===== src/hdl/assert_macros.svh =====
// assertion macros shared by the sequencer rtl
`ifndef ASSERT_MACROS_SVH
`define ASSERT_MACROS_SVH

// checked on every rising edge outside reset
`define ACS_ASSERT(lbl, prop, msg) \
  lbl: assert property (@(posedge clk) disable iff (!rst_n) (prop)) else $error(msg);

// checked on every rising edge, reset included
`define ACS_ASSERT_ALWAYS(lbl, prop, msg) \
  lbl: assert property (@(posedge clk) (prop)) else $error(msg);

`endif


===== src/hdl/acs_pkg.sv =====
// constants shared by the conversion sequencer
`default_nettype none

package acs_pkg;

  localparam int unsigned HalfPeriodWidth = 16;
  localparam int unsigned WaitLimitWidth  = 12;
  localparam int unsigned ChannelWidth    = 3;
  localparam int unsigned DataWidth       = 8;
  localparam int unsigned CfgDataWidth    = 16;
  localparam int unsigned CfgIndexWidth   = 1;

  localparam logic [HalfPeriodWidth-1:0] HalfPeriodReset = 16'd100;
  localparam logic [WaitLimitWidth-1:0]  WaitLimitReset  = 12'd2000;

  localparam logic [CfgIndexWidth-1:0] RegHalfPeriod = 1'b0;
  localparam logic [CfgIndexWidth-1:0] RegWaitLimit  = 1'b1;

endpackage

`default_nettype wire


===== src/hdl/adc_conversion_sequencer_core.sv =====
// Conversion sequencer for an eight-channel successive-approximation converter:
// every request on the input channel is one system clock tick carrying the
// sampled end-of-conversion level and data byte; the sequencer state advances
// once per accepted request and one result (the pin drive levels and status
// after that tick) leaves through a single output register.
// A request can be accepted every cycle; input stall follows the output stall
// only while the output register holds an untaken result. The cycle path is the
// segment counter compare plus the phase update. Registers half_period_cycles
// and wait_limit may be written at any time and take effect on the next tick.
`default_nettype none
`include "assert_macros.svh"

module adc_conversion_sequencer_core
  import acs_pkg::*;
(
  input  wire logic                       clk,
  input  wire logic                       rst_n,

  input  wire logic                       cfg_we,
  input  wire logic [CfgIndexWidth-1:0]   cfg_index,
  input  wire logic [CfgDataWidth-1:0]    cfg_data,

  input  wire logic                       in_valid,
  output      logic                       in_stall,
  input  wire logic                       in_request,
  input  wire logic [ChannelWidth-1:0]    in_channel,
  input  wire logic                       in_eoc_pin,
  input  wire logic [DataWidth-1:0]       in_data_pins,

  output      logic                       out_valid,
  input  wire logic                       out_stall,
  output      logic [ChannelWidth-1:0]    out_address_pins,
  output      logic                       out_latch_pin,
  output      logic                       out_start_pin,
  output      logic                       out_enable_pin,
  output      logic                       out_conv_clock_pin,
  output      logic                       out_busy_res,
  output      logic                       out_sample_valid,
  output      logic [DataWidth-1:0]       out_sample,
  output      logic                       out_wait_timed_out
);

  typedef enum logic [3:0] {
    PH_IDLE      = 4'd0,
    PH_SETUP     = 4'd1,
    PH_LATCH     = 4'd2,
    PH_START_HI  = 4'd3,
    PH_START_CLK = 4'd4,
    PH_WAIT_LOW  = 4'd5,
    PH_WAIT_HIGH = 4'd6,
    PH_OUT1      = 4'd7,
    PH_OUT2      = 4'd8,
    PH_OUT3      = 4'd9,
    PH_OUT4      = 4'd10,
    PH_CLOSE     = 4'd11
  } phase_t;

  logic [HalfPeriodWidth-1:0] half_period_cycles_r;
  logic [WaitLimitWidth-1:0]  wait_limit_r;

  phase_t                     phase_r, phase_nxt;
  logic [HalfPeriodWidth-1:0] half_period_count_r, half_period_count_nxt;
  logic [WaitLimitWidth-1:0]  edge_wait_count_r, edge_wait_count_nxt;
  logic [ChannelWidth-1:0]    held_channel_r, held_channel_nxt;
  logic                       clock_level_r, clock_level_nxt;
  logic [DataWidth-1:0]       held_sample_r, held_sample_nxt;
  logic                       timeout_seen_r, timeout_seen_nxt;
  logic                       done_nxt;

  logic                       out_valid_r;
  logic [ChannelWidth-1:0]    out_address_pins_r;
  logic                       out_latch_pin_r;
  logic                       out_start_pin_r;
  logic                       out_enable_pin_r;
  logic                       out_conv_clock_pin_r;
  logic                       out_busy_res_r;
  logic                       out_sample_valid_r;
  logic [DataWidth-1:0]       out_sample_r;
  logic                       out_wait_timed_out_r;

  logic                       in_accept;
  logic [HalfPeriodWidth:0]   hp_inc;
  logic                       seg_end;
  logic [WaitLimitWidth:0]    ew_inc;
  logic                       edge_seen;
  logic                       wait_over;

  assign in_stall  = out_valid_r && out_stall;
  assign in_accept = in_valid && !in_stall;

  assign hp_inc    = {1'b0, half_period_count_r} + {{HalfPeriodWidth{1'b0}}, 1'b1};
  assign seg_end   = hp_inc >= {1'b0, half_period_cycles_r};
  assign ew_inc    = {1'b0, edge_wait_count_r} + {{WaitLimitWidth{1'b0}}, 1'b1};
  assign edge_seen = (phase_r == PH_WAIT_LOW) ? !in_eoc_pin : in_eoc_pin;
  assign wait_over = ew_inc >= {1'b0, wait_limit_r};

  always_comb begin
    phase_nxt             = phase_r;
    half_period_count_nxt = half_period_count_r;
    edge_wait_count_nxt   = edge_wait_count_r;
    held_channel_nxt      = held_channel_r;
    clock_level_nxt       = clock_level_r;
    held_sample_nxt       = held_sample_r;
    timeout_seen_nxt      = timeout_seen_r;
    done_nxt              = 1'b0;

    if (phase_r == PH_IDLE || phase_r > PH_CLOSE) begin
      phase_nxt       = PH_IDLE;
      clock_level_nxt = 1'b0;
      if (in_request) begin
        held_channel_nxt      = in_channel;
        timeout_seen_nxt      = 1'b0;
        edge_wait_count_nxt   = '0;
        phase_nxt             = PH_SETUP;
        half_period_count_nxt = '0;
      end
    end else if (!seg_end) begin
      half_period_count_nxt = hp_inc[HalfPeriodWidth-1:0];
    end else begin
      half_period_count_nxt = '0;
      unique case (phase_r)
        PH_SETUP: begin
          phase_nxt       = PH_LATCH;
          clock_level_nxt = 1'b1;
        end
        PH_LATCH: begin
          phase_nxt       = PH_START_HI;
          clock_level_nxt = 1'b0;
        end
        PH_START_HI: begin
          phase_nxt       = PH_START_CLK;
          clock_level_nxt = 1'b1;
        end
        PH_START_CLK: begin
          edge_wait_count_nxt = '0;
          phase_nxt           = PH_WAIT_LOW;
          clock_level_nxt     = 1'b1;
        end
        PH_WAIT_LOW, PH_WAIT_HIGH: begin
          if (edge_seen || wait_over) begin
            if (!edge_seen) begin
              timeout_seen_nxt = 1'b1;
            end
            edge_wait_count_nxt = '0;
            if (phase_r == PH_WAIT_LOW) begin
              phase_nxt       = PH_WAIT_HIGH;
              clock_level_nxt = !clock_level_r;
            end else begin
              phase_nxt       = PH_OUT1;
              clock_level_nxt = 1'b0;
            end
          end else begin
            edge_wait_count_nxt = ew_inc[WaitLimitWidth-1:0];
            clock_level_nxt     = !clock_level_r;
          end
        end
        PH_OUT1: begin
          phase_nxt       = PH_OUT2;
          clock_level_nxt = 1'b1;
        end
        PH_OUT2: begin
          phase_nxt       = PH_OUT3;
          clock_level_nxt = 1'b0;
        end
        PH_OUT3: begin
          held_sample_nxt = in_data_pins;
          phase_nxt       = PH_OUT4;
          clock_level_nxt = 1'b1;
        end
        PH_OUT4: begin
          phase_nxt       = PH_CLOSE;
          clock_level_nxt = 1'b0;
        end
        default: begin
          // closing half period
          phase_nxt       = PH_IDLE;
          clock_level_nxt = 1'b0;
          done_nxt        = 1'b1;
        end
      endcase
    end
  end

  always_ff @(posedge clk) begin
    if (!rst_n) begin
      half_period_cycles_r <= HalfPeriodReset;
      wait_limit_r         <= WaitLimitReset;
      phase_r              <= PH_IDLE;
      half_period_count_r  <= '0;
      edge_wait_count_r    <= '0;
      held_channel_r       <= '0;
      clock_level_r        <= 1'b0;
      held_sample_r        <= '0;
      timeout_seen_r       <= 1'b0;
      out_valid_r          <= 1'b0;
    end else begin
      if (cfg_we) begin
        unique case (cfg_index)
          RegHalfPeriod: half_period_cycles_r <= cfg_data[HalfPeriodWidth-1:0];
          RegWaitLimit:  wait_limit_r         <= cfg_data[WaitLimitWidth-1:0];
          default: ;
        endcase
      end
      if (in_accept) begin
        phase_r             <= phase_nxt;
        half_period_count_r <= half_period_count_nxt;
        edge_wait_count_r   <= edge_wait_count_nxt;
        held_channel_r      <= held_channel_nxt;
        clock_level_r       <= clock_level_nxt;
        held_sample_r       <= held_sample_nxt;
        timeout_seen_r      <= timeout_seen_nxt;
        out_valid_r         <= 1'b1;
      end else if (!out_stall) begin
        out_valid_r <= 1'b0;
      end
    end
  end

  // result register, payload only
  always_ff @(posedge clk) begin
    if (in_accept) begin
      out_address_pins_r   <= held_channel_nxt;
      out_latch_pin_r      <= (phase_nxt == PH_LATCH) || (phase_nxt == PH_START_HI);
      out_start_pin_r      <= (phase_nxt == PH_START_HI) || (phase_nxt == PH_START_CLK);
      out_enable_pin_r     <= (phase_nxt >= PH_OUT1) && (phase_nxt <= PH_OUT4);
      out_conv_clock_pin_r <= clock_level_nxt;
      out_busy_res_r       <= phase_nxt != PH_IDLE;
      out_sample_valid_r   <= done_nxt;
      out_sample_r         <= held_sample_nxt;
      out_wait_timed_out_r <= timeout_seen_nxt;
    end
  end

  assign out_valid          = out_valid_r;
  assign out_address_pins   = out_address_pins_r;
  assign out_latch_pin      = out_latch_pin_r;
  assign out_start_pin      = out_start_pin_r;
  assign out_enable_pin     = out_enable_pin_r;
  assign out_conv_clock_pin = out_conv_clock_pin_r;
  assign out_busy_res       = out_busy_res_r;
  assign out_sample_valid   = out_sample_valid_r;
  assign out_sample         = out_sample_r;
  assign out_wait_timed_out = out_wait_timed_out_r;

  `ACS_ASSERT(a_accept_fills_out, in_accept |=> out_valid_r, "accepted request left no result")
  `ACS_ASSERT(a_done_means_idle, (out_valid_r && out_sample_valid_r) |-> !out_busy_res_r, "sample_valid while busy")
  `ACS_ASSERT(a_idle_clock_low, (phase_r == PH_IDLE) |-> !clock_level_r, "converter clock high while idle")
  `ACS_ASSERT(a_latch_enable_excl, out_valid_r |-> !(out_latch_pin_r && out_enable_pin_r), "latch and output enable together")

endmodule

`default_nettype wire

===== config.mk =====
export PLATFORM = sky130hd
export DESIGN_NAME = adc_conversion_sequencer_core
export DESIGN_NICKNAME = d
export VERILOG_FILES = /design/src/hdl/acs_pkg.sv /design/src/hdl/adc_conversion_sequencer_core.sv
export VERILOG_INCLUDE_DIRS = /design/src /design/src/hdl
export SDC_FILE = /design/constraint.sdc
export NUM_CORES = 1
export LEC_CHECK = 0
export CAP_MARGIN = 20
export CORE_AREA = 5 5 118 120
export DETAILED_ROUTE_END_ITERATION = 16
export DIE_AREA = 0 0 123 125
export DONT_BUFFER_PORTS = 1
export PLACE_DENSITY = 0.57
export SETUP_SLACK_MARGIN = 0.3
export SLEW_MARGIN = 25
export SYNTH_ARGS = -nofsm -noshare
export SYNTH_HDL_FRONTEND = slang
export SYNTH_SLANG_ARGS = --single-unit

===== constraint.sdc =====
create_clock -name clk -period 4.5 [get_ports clk]
set_input_delay 0.225 -clock clk [delete_from_list [all_inputs] [get_ports clk]]
set_output_delay 0.225 -clock clk [all_outputs]
set_load 0.005 [all_outputs]

==> flow_summary_export.csv, run 1 <==
group,metric,value,unit
run_status,outcome,"finished, final reports clean",
timing,setup_viol,0,
timing,max_slew.worst_pin.slew,804,ps
floorplan,start_util,38.9,%
hold_path,min_from,"rst_n",
cts,clk_latency,340,ps
cts,cts_setup_buffers,0,
routing,first_pass_iters,4,
timing,finalSetupTns,0,ps
timing,finalCriticalPeriod,3900,ps
cts,clk_pin_slew,60,ps
synthesis,synth.most_common_cell,"nand2_1",
worst_setup_path,worst-setup-path-type,"reg2reg",
synthesis,synth_seq_area_share,40.4,%
cts,cts_tree,"yes",
worst_setup_path,cp_data_arrival_time,3990,ps
final_layout,final_layout_size_suffix_gt1_share,7.90,%
timing,finalHoldViolCount,0,
final_layout,fillerInstances,1278,
timing,period_share,86.7,%
timing,skew,4.91,ps
synthesis,yosysWarnings,0,
placed_design,gp_congestion,0.814,
floorplan,die_area,15400,um2
worst_setup_path,cpPeakStageDelay,450,ps
worst_setup_path,r2r_start,"half_period_count_r[3]",
hold_path,hold-path-endpoint,"edge_wait_count_r[10]",
timing,rsz0062_at_grt,"no",
timing,fmax,256,MHz
final_layout,area_growth,8.00,%
global_routing,grt_start_max_net_pins,73,
floorplan,io_pins,55,
worst_setup_path,reg2reg_to,"out_enable_pin",
global_routing,grt_pass1_vias,3695,
cts,htree_levels,3,
worst_setup_path,r2r_slack,600,ps
routing,vias_per_cell,5.14,
synthesis,yosysTopAreaCell,"dfxtp_1",
routing,ant_nets,0,
synthesis,syn_avg_cell_area,9.10,um2
synthesis,synth-main-ff-cell,"dfxtp_1",
global_routing,grt_first_pass_wirelength,17.3,mm
synthesis,synthArstFlopShare,0,%
floorplan,die_h,125,um
synthesis,ys_ff_latch,92,
power,vdd_drop_max,0.148,mV
worst_setup_path,worstPathRequired,4590,ps
hold_path,min_path_type,"in2reg",
routing,drtIter0Drc,239,
cts,clk_path_buf_depth,2,
placed_design,hpwl,7.42,mm
power,p_leak,2.15,nW
cts,cts_buffers,9,
final_layout,nets,605,
floorplan,die_w,123,um
worst_setup_path,cp.buffers_inverters,1,
cts,cts_root_buffer,"clkbuf_16",
worst_setup_path,reg2reg_depth,15,
global_routing,grt_usage,13.8,%
final_layout,final_cell_area,5410,um2
global_routing,antenna_found_initial,0,
synthesis,syn_inst,550,
placed_design,placed_cell_area,5120,um2
synthesis,synth_edf_count,18,
worst_setup_path,endpoint_kind,"register",
worst_setup_path,slowest_stage,"dfxtp_1",
synthesis,synth.cell_area,5000,um2
floorplan,core_area,12900,um2
cts,clkSinkCount,92,
worst_setup_path,worstPathCellList,"nand4_2, or3_1, inv_1, nand2_1, xnor2_1, ha_1, and3_4, and3_4, a221oi_2, nand3_1, or2_1, nand2_1, mux2i_2, a21oi_1, mux2i_1",
routing,drc_errors,0,
synthesis,synth_area_leaders,"dfxtp_1 30%, edfxtp_1 11%, ha_1 7.5%",
worst_setup_path,crit_path_max_fanout,10,
routing,dr_total_vias,3702,
synthesis,synthTopCellsByCount,"75 x nand2_1, 74 x dfxtp_1, 35 x inv_1",
floorplan,rows,42,
routing,drt-total-wl,10.3,mm
hold_path,whs_path_depth,1,
placed_design,numPortBuffers,0,
final_layout,fin_cells,720,
flow_run,drv_cap,0,
timing,slew_headroom,46.2,%
placed_design,dp_cells,703,
global_routing,grt_overflow,0,
routing,wl_per_cell,14.3,um
worst_setup_path,cpLargestDelayFamily,"simple AND/OR/NAND/NOR gates",
synthesis,synth_cell_types,58,
timing,maxSlewViolCount,0,
worst_setup_path,start_kind,"register",
final_layout,antennaDiodeCount,0,
synthesis,synth_top_area_share,29.6,%
power,power_density,308,nW/um2
synthesis,syn-num-nets,615,
flip-flops by register name, indices dropped and copies added, names as in the netlist, 3 cells and up:
name,cells
edge_wait_count_r,12
half_period_count_r,16
half_period_cycles_r,16
held_channel_r,3
held_sample_r,8
out_address_pins,3
out_sample,8
phase_r,4
wait_limit_r,12
placed cells by master (no fill, tap or decap), drive strengths merged, types with 10 or more instances in the layout:
cell type  count
mux2          12
o211ai        13
clkbuf        13
dfxtp         74
ha            30
inv           35
nor2b         33
mux2i         12
a21boi        23
a22oi         15
xor2          10
xnor2         17
edfxtp        18
nor2          26
and3          12
nand2         75
o21ai         17
nand3         24
stage by stage:
step | hold slack, ps | util (%) | power [mW] | setup WS (ps)
after floorplan | 349 | - | 0.992 | 933
after global placement | 327 | 39.8 | 1.01 | 588
after detailed placement | 332 | 39.8 | 1.01 | 572
after CTS | 0.504 | 41.9 | 1.69 | 539
after global routing | 8.51 | 42.0 | 1.74 | 304
final | 18.2 | 42.0 | 1.66 | 600
cell families after synthesis:
kind of cell,after synthesis,synth area share (%)
AND/OR/NAND/NOR,214,22.5
AO/OA/AOI/OAI,102,14.7
flip-flops,92,40.4
buffers and inverters,61,5.10
adder cells (fa/ha/maj),30,7.50
XOR/XNOR,27,4.72
multiplexers,24,5.10
layout make-up:
| type | count | area [um2] | share of cell area (%) |
|---|---|---|---|
| Inverter | 35 | 131 | 2.43 |
| Tap cell | 176 | 220 | 4.07 |
| Clock inverter | 2 | 12.5 | 0.231 |
| Multi-Input combinational cell | 397 | 2740 | 50.6 |
| Sequential cell | 92 | 2020 | 37.4 |
| Timing Repair Buffer | 5 | 42.5 | 0.787 |
| Clock buffer | 13 | 240 | 4.44 |
what timing repair did:
action	in CTS	in global routing
resized for setup	0	3
hold buffers	2	0
setup endpoints to repair	0	10
endpoints found under the hold margin	10	0
where the power goes:
part | switching, mW | leakage, nW | internal (mW)
clock | 0.300 | 0.120 | 0.371
sequential | 0.0148 | 0.783 | 0.867
combinational | 0.0638 | 1.25 | 0.0464
total | 0.379 | 2.15 | 1.29
how the worst max path moves through the flow:
stage | slack (ps) | startpoint | cells past startpoint | to
6_report | 600 | half_period_count_r[3] | 15 | out_enable_pin
5_1_grt | 300 | half_period_count_r[0] | 14 | half_period_count_r[1]
4_1_cts | 540 | half_period_count_r[3] | 15 | out_enable_pin
3_5_place_dp | 570 | half_period_count_r[3] | 15 | out_enable_pin
3_3_place_gp | 590 | edge_wait_count_r[2] | 13 | edge_wait_count_r[6]
2_1_floorplan | 930 | edge_wait_count_r[0] | 15 | out_busy_res
metal layers:
| metal | GRT usage, % | share of wire, % |
|---|---|---|
| met4 | 4.76 | 1.6 |
| met2 | 21.8 | 44 |
| met1 | 17.6 | 48 |
| met3 | 4.52 | 6.8 |
| met5 | 0 | 0 |
(Power assumes the default switching activity.)
==> run 2: changes to the inputs <==
--- a/config.mk
+++ b/config.mk
@@ -13,4 +13,5 @@
 export DONT_BUFFER_PORTS = 1
 export PLACE_DENSITY = 0.57
+export RECOVER_POWER = 25
 export SETUP_SLACK_MARGIN = 0.3
 export SLEW_MARGIN = 25
==> constraint.sdc (replaced) <==
create_clock -name clk -period 4.5 [get_ports clk]
set_input_delay 0.675 -clock clk [delete_from_list [all_inputs] [get_ports clk]]
set_output_delay 0.675 -clock clk [all_outputs]
set_load 0.005 [all_outputs]
==> run 2 against run 1 <==
Highest routed layer unchanged. Setup slack got worse by 8.5 ps. Fmax shrank 0.22%. Largest power group unchanged. Register-to-register slack is essentially flat. Combinational power hardly changed. Critical path depth is the same. Critical path type unchanged.
==> flow_summary_export.csv, run 2 (synthesis results as in run 1) <==
group,metric,value,unit
final_layout,utilization,42.0,%
worst_setup_path,worstPathRequired,4580,ps
final_layout,regArea,2020,um2
routing,drc_errors,0,
run_status,outcome,"finished, final reports clean",
cts,clk_latency,330,ps
power,p_int,1.34,mW
cts,cts_setup_buffers,0,
floorplan,start_util,38.9,%
timing,skew,6.78,ps
timing,max_slew.worst_pin.slew,846,ps
timing,hold_ws,454,ps
final_layout,fillerInstances,1281,
timing,finalHoldViolCount,0,
cts,clk_path_buf_depth,2,
worst_setup_path,start_kind,"register",
cts,cts_tree,"yes",
routing,dr_total_vias,3690,
placed_design,numPortBuffers,0,
worst_setup_path,worst-setup-path-type,"reg2reg",
floorplan,die_h,125,um
placed_design,placed_cell_area,5120,um2
flow_run,drv_cap,0,
global_routing,grt_first_pass_wirelength,17.0,mm
global_routing,grt_pass1_vias,3548,
timing,finalCriticalPeriod,3910,ps
global_routing,grt_overflow,0,
final_layout,area_growth,8.05,%
floorplan,core_area,12900,um2
final_layout,layout_commonest_cell,"nand2_1",
routing,first_pass_iters,4,
timing,worst_slack,592,ps
worst_setup_path,crit_path_max_fanout,6,
final_layout,fin_cells,719,
power,p_seq_share,51.3,%
power,switchingPower,375,uW
timing,slew_headroom,43.6,%
final_layout,largestRegisters,"half_period_count_r x16, half_period_cycles_r x16",
power,vdd_drop_max,0.141,mV
cts,htree_levels,3,
worst_setup_path,endpoint_kind,"register",
cts,clkSinkCount,92,
worst_setup_path,r2r_slack,590,ps
final_layout,multi_input_area,2740,um2
floorplan,die_area,15400,um2
global_routing,grt_usage,13.6,%
final_layout,antennaDiodeCount,0,
routing,vias_per_cell,5.13,
hold_path,min_path_type,"in2reg",
timing,setup_viol,0,
power,power_density,318,nW/um2
global_routing,grt_start_max_net_pins,82,
placed_design,dp_slack,525,ps
final_layout,final_cell_area,5410,um2
floorplan,rows,42,
routing,wl_per_cell,14.2,um
timing,finalSetupTns,0,ps
routing,drtIter0Drc,264,
timing,fmax,256,MHz
routing,drt-total-wl,10.2,mm
power,swShare,21.8,%
final_layout,nets,603,
worst_setup_path,cp_data_arrival_time,3990,ps
cts,hold_buffers,0,
global_routing,antenna_found_initial,0,
floorplan,io_pins,55,
timing,maxSlewViolCount,0,
power,p_clk_share,42.4,%
cts,cts_buffers,9,
final_layout,most-common-layout-cells,"75 x nand2_1, 74 x dfxtp_1, 35 x inv_1, 33 x nor2b_1, 30 x ha_1",
final_layout,final_layout_size_suffix_gt1_share,7.73,%
power,p_leak,2.15,nW
cts,cts_resized,0,
routing,ant_nets,0,
placed_design,gp_congestion,0.808,
timing,period_share,86.9,%
placed_design,dp_cells,703,
power,p_comb_share,6.3,%
cts,cts_root_buffer,"clkbuf_16",
floorplan,die_w,123,um
power,power.total,1.72,mW
cts,clk_pin_slew,60,ps
placed_design,hpwl,7.39,mm
timing,rsz0062_at_grt,"no",
run 2: cell count changes in the layout (fill, tap and decap cells not counted), sizes merged:
cell and change:
clkinvlp -1, buf -1, clkbuf +2, dlygate4sd3 -2
bufinv +1
run 2: layout make-up:
type | instances | area share [%]
Clock buffer | 14 | 4.51
Clock inverter | 2 | 0.648
Inverter | 35 | 2.43
Multi-Input combinational cell | 397 | 50.6
Sequential cell | 92 | 37.4
Tap cell | 176 | 4.07
Timing Repair Buffer | 3 | 0.347
run 2: path summary, 6_finish.rpt:
check | start | to | depth (start not counted)
max | edge_wait_count_r[0] | out_busy_res | 15
min | rst_n | wait_limit_r[9] | 1
max reg2reg | edge_wait_count_r[0] | out_busy_res | 15
min reg2reg | wait_limit_r[1] | wait_limit_r[1] | 2
run 2: worst max-delay path, cell delays in order (launching register included):
cell and delay, ps:
dfxtp_1 380, ha_1 230, nand3_1 190, nor2_2 280
nand2_1 90, nor2_1 130, xnor2_1 160, ha_1 280
a21o_1 160, a21o_1 170, a41oi_1 160, o211ai_1 180
or3b_1 450, o211ai_1 220, o211ai_2 180, or3_1 400
run 2: routing by layer:
| metal | vias up | track usage, % | share of wire, % |
|---|---|---|---|
| li1 | 1893 | - | - |
| met1 | 1721 | 18.0 | 49 |
| met2 | 62 | 20.9 | 43 |
| met3 | 14 | 4.34 | 6.0 |
| met4 | 0 | 4.50 | 1.6 |
| met5 | - | 0 | 0 |
run 2: power groups by stage:
stage,logic [mW],clock network [mW],registers [mW]
floorplan,0.0965,0,0.895
global placement,0.106,0,0.900
detailed placement,0.109,0,0.901
CTS,0.110,0.754,0.883
global route,0.122,0.788,0.885
finish,0.108,0.729,0.882
==> run 3: changes to the inputs <==
- clock period: 4.5 -> 3.6 ns (I/O delays scaled with it)
==> run 3 against run 2 <==
Core utilization grew 4.9 points. Critical path depth stayed put. Setup slack worse by 570 ps. Final cell count up 5.0%. Clock skew shrank 0.88 ps. Sequential power is 25% higher. Die area unchanged. Sequential share of layout area shrank 3.4 points. Design area is 12% higher. Wire length increased by 14%. Critical endpoint unchanged. Highest routed layer unchanged.
==> flow_summary_export.csv, run 3 (synthesis results as in run 1) <==
group,metric,value,unit
cts,cts_tree,"yes",
timing,setup_viol,0,
worst_setup_path,start_kind,"register",
timing,rsz0062_at_grt,"yes",
floorplan,start_util,38.9,%
hold_path,hold-path-endpoint,"out_valid",
global_routing,grt_pass1_vias,3977,
placed_design,gp_congestion,0.825,
global_routing,grt_usage,15.5,%
final_layout,largestRegisters,"half_period_count_r x16, half_period_cycles_r x16",
placed_design,hpwl,7.64,mm
global_routing,grt_start_max_net_pins,82,
hold_path,whs_path_depth,1,
final_layout,final_layout_size_suffix_gt1_share,24.0,%
worst_setup_path,worst-setup-path-type,"reg2reg",
run_status,outcome,"finished, final reports clean",
worst_setup_path,worstPathRequired,3690,ps
routing,dr_wl_met2,5.43,mm
cts,clk_pin_slew,70,ps
cts,cts_root_buffer,"clkbuf_16",
floorplan,core_area,12900,um2
timing,max_slew.worst_pin.slew,908,ps
power,vdd_drop_max,0.264,mV
worst_setup_path,cpPeakStageDelay,390,ps
routing,vias_per_cell,5.20,
hold_path,min_path_type,"in2reg",
worst_setup_path,crit_top_cell,"and3_4",
timing,period_share,99.5,%
worst_setup_path,cp_data_arrival_time,3670,ps
worst_setup_path,endpoint_kind,"register",
power,power_density,367,nW/um2
routing,ant_nets,0,
routing,met1Wirelength,5.22,mm
routing,drc_errors,0,
worst_setup_path,slowest_stage,"dfxtp_4",
placed_design,dp_cells,713,
flow_run,drv_cap,0,
final_layout,fillerInstances,1238,
worst_setup_path,r2r_slack,20,ps
worst_setup_path,cp.buffers_inverters,1,
timing,finalCriticalPeriod,3580,ps
cts,clk_path_buf_depth,2,
worst_setup_path,reg2reg_depth,15,
routing,top_layer,"met4",
final_layout,most-common-layout-cells,"72 x nand2_1, 61 x dfxtp_1, 33 x nor2b_1, 33 x inv_1, 33 x buf_4",
cts,cts_buffers,9,
routing,first_pass_iters,4,
final_layout,nets,639,
floorplan,io_pins,55,
hold_path,min_from,"in_valid",
worst_setup_path,r2r_start,"half_period_count_r[0]",
floorplan,die_h,125,um
worst_setup_path,worstPathCellList,"ha_4, nand2_4, nor3_4, buf_4, xor2_2, ha_1, and3_4, and3_4, a221oi_2, nand3_1, or2_4, and3_4, nor2_4, xnor2_1, or3_1",
cts,clkSinkCount,92,
worst_setup_path,cpLargestDelayFamily,"simple AND/OR/NAND/NOR gates",
timing,maxSlewViolCount,0,
final_layout,area_growth,20.7,%
global_routing,grt_overflow,0,
final_layout,fin_cells,755,
routing,wl_per_cell,15.4,um
timing,finalHoldViolCount,0,
global_routing,antenna_found_initial,0,
floorplan,die_area,15400,um2
final_layout,antennaDiodeCount,0,
worst_setup_path,reg2reg_to,"out_busy_res",
routing,drtIter0Drc,262,
cts,hold_buffers,0,
cts,clk_latency,340,ps
timing,fmax,279,MHz
timing,slew_headroom,39.4,%
placed_design,numPortBuffers,0,
final_layout,layout_commonest_cell,"nand2_1",
cts,htree_levels,3,
routing,drt-total-wl,11.6,mm
power,p_leak,2.45,nW
routing,dr_total_vias,3925,
worst_setup_path,crit_path_max_fanout,5,
routing,wl_met3,672,um
floorplan,die_w,123,um
final_layout,utilization,46.9,%
global_routing,grt_first_pass_wirelength,19.3,mm
floorplan,rows,42,
timing,skew,5.90,ps
## run 3: area by class of cell
cell class / count / area (um2) / area share [%]
clock buffers: 9 / 225 / 3.73
clock inverters: 7 / 73.8 / 1.22
inverters: 35 / 134 / 2.22
multi-input cells: 397 / 3020 / 49.9
flip-flops and latches: 92 / 2060 / 34.0
well taps: 176 / 220 / 3.64
repair buffers: 39 / 317 / 5.24
## run 3: power breakdown
part	leakage, nW	switching, mW	internal [mW]	total, mW
Clock	0.146	0.418	0.542	0.960
Combinational	1.51	0.0883	0.0691	0.157
Sequential	0.792	0.0198	1.08	1.10
Total	2.45	0.527	1.69	2.22
## run 3: worst max-delay path by stage
| stage | startpoint | endpoint | slack (ps) | depth (start not counted) |
|---|---|---|---|---|
| 2_1_floorplan | half_period_count_r[3] | out_busy_res | 240 | 16 |
| 3_3_place_gp | half_period_count_r[3] | out_busy_res | -10 | 15 |
| 3_5_place_dp | half_period_count_r[0] | out_busy_res | -70 | 15 |
| 4_1_cts | edge_wait_count_r[0] | out_busy_res | 150 | 15 |
| 5_1_grt | half_period_count_r[0] | out_busy_res | -100 | 15 |
| 6_report | half_period_count_r[0] | out_busy_res | 20 | 15 |
## run 3: repair_timing
action                                  in CTS  in global routing
pin swaps                                   27                 12
resized for setup                           24                 30
setup buffers                               19                  7
endpoints found under the setup margin      54                 56
## run 3: through the flow
step | TNS, ps | worst slack [ps] | power (mW) | instance area, um2 | hold slack (ps)
after floorplan | 0 | 239 | 1.24 | 5110 | 443
after global placement | -12.1 | -12.1 | 1.26 | 5320 | 453
after detailed placement | -421 | -66.4 | 1.27 | 5320 | 456
after CTS | 0 | 148 | 2.24 | 5870 | 287
after global routing | -345 | -103 | 2.31 | 6040 | 293
final | 0 | 17.8 | 2.22 | 6040 | 316
## run 3: layer usage
metal / up-vias / track usage (%)
met2: 87 / 24.6
li1: 1964 / -
met5: - / 0
met3: 26 / 4.25
met4: 0 / 5.93
met1: 1848 / 20.0
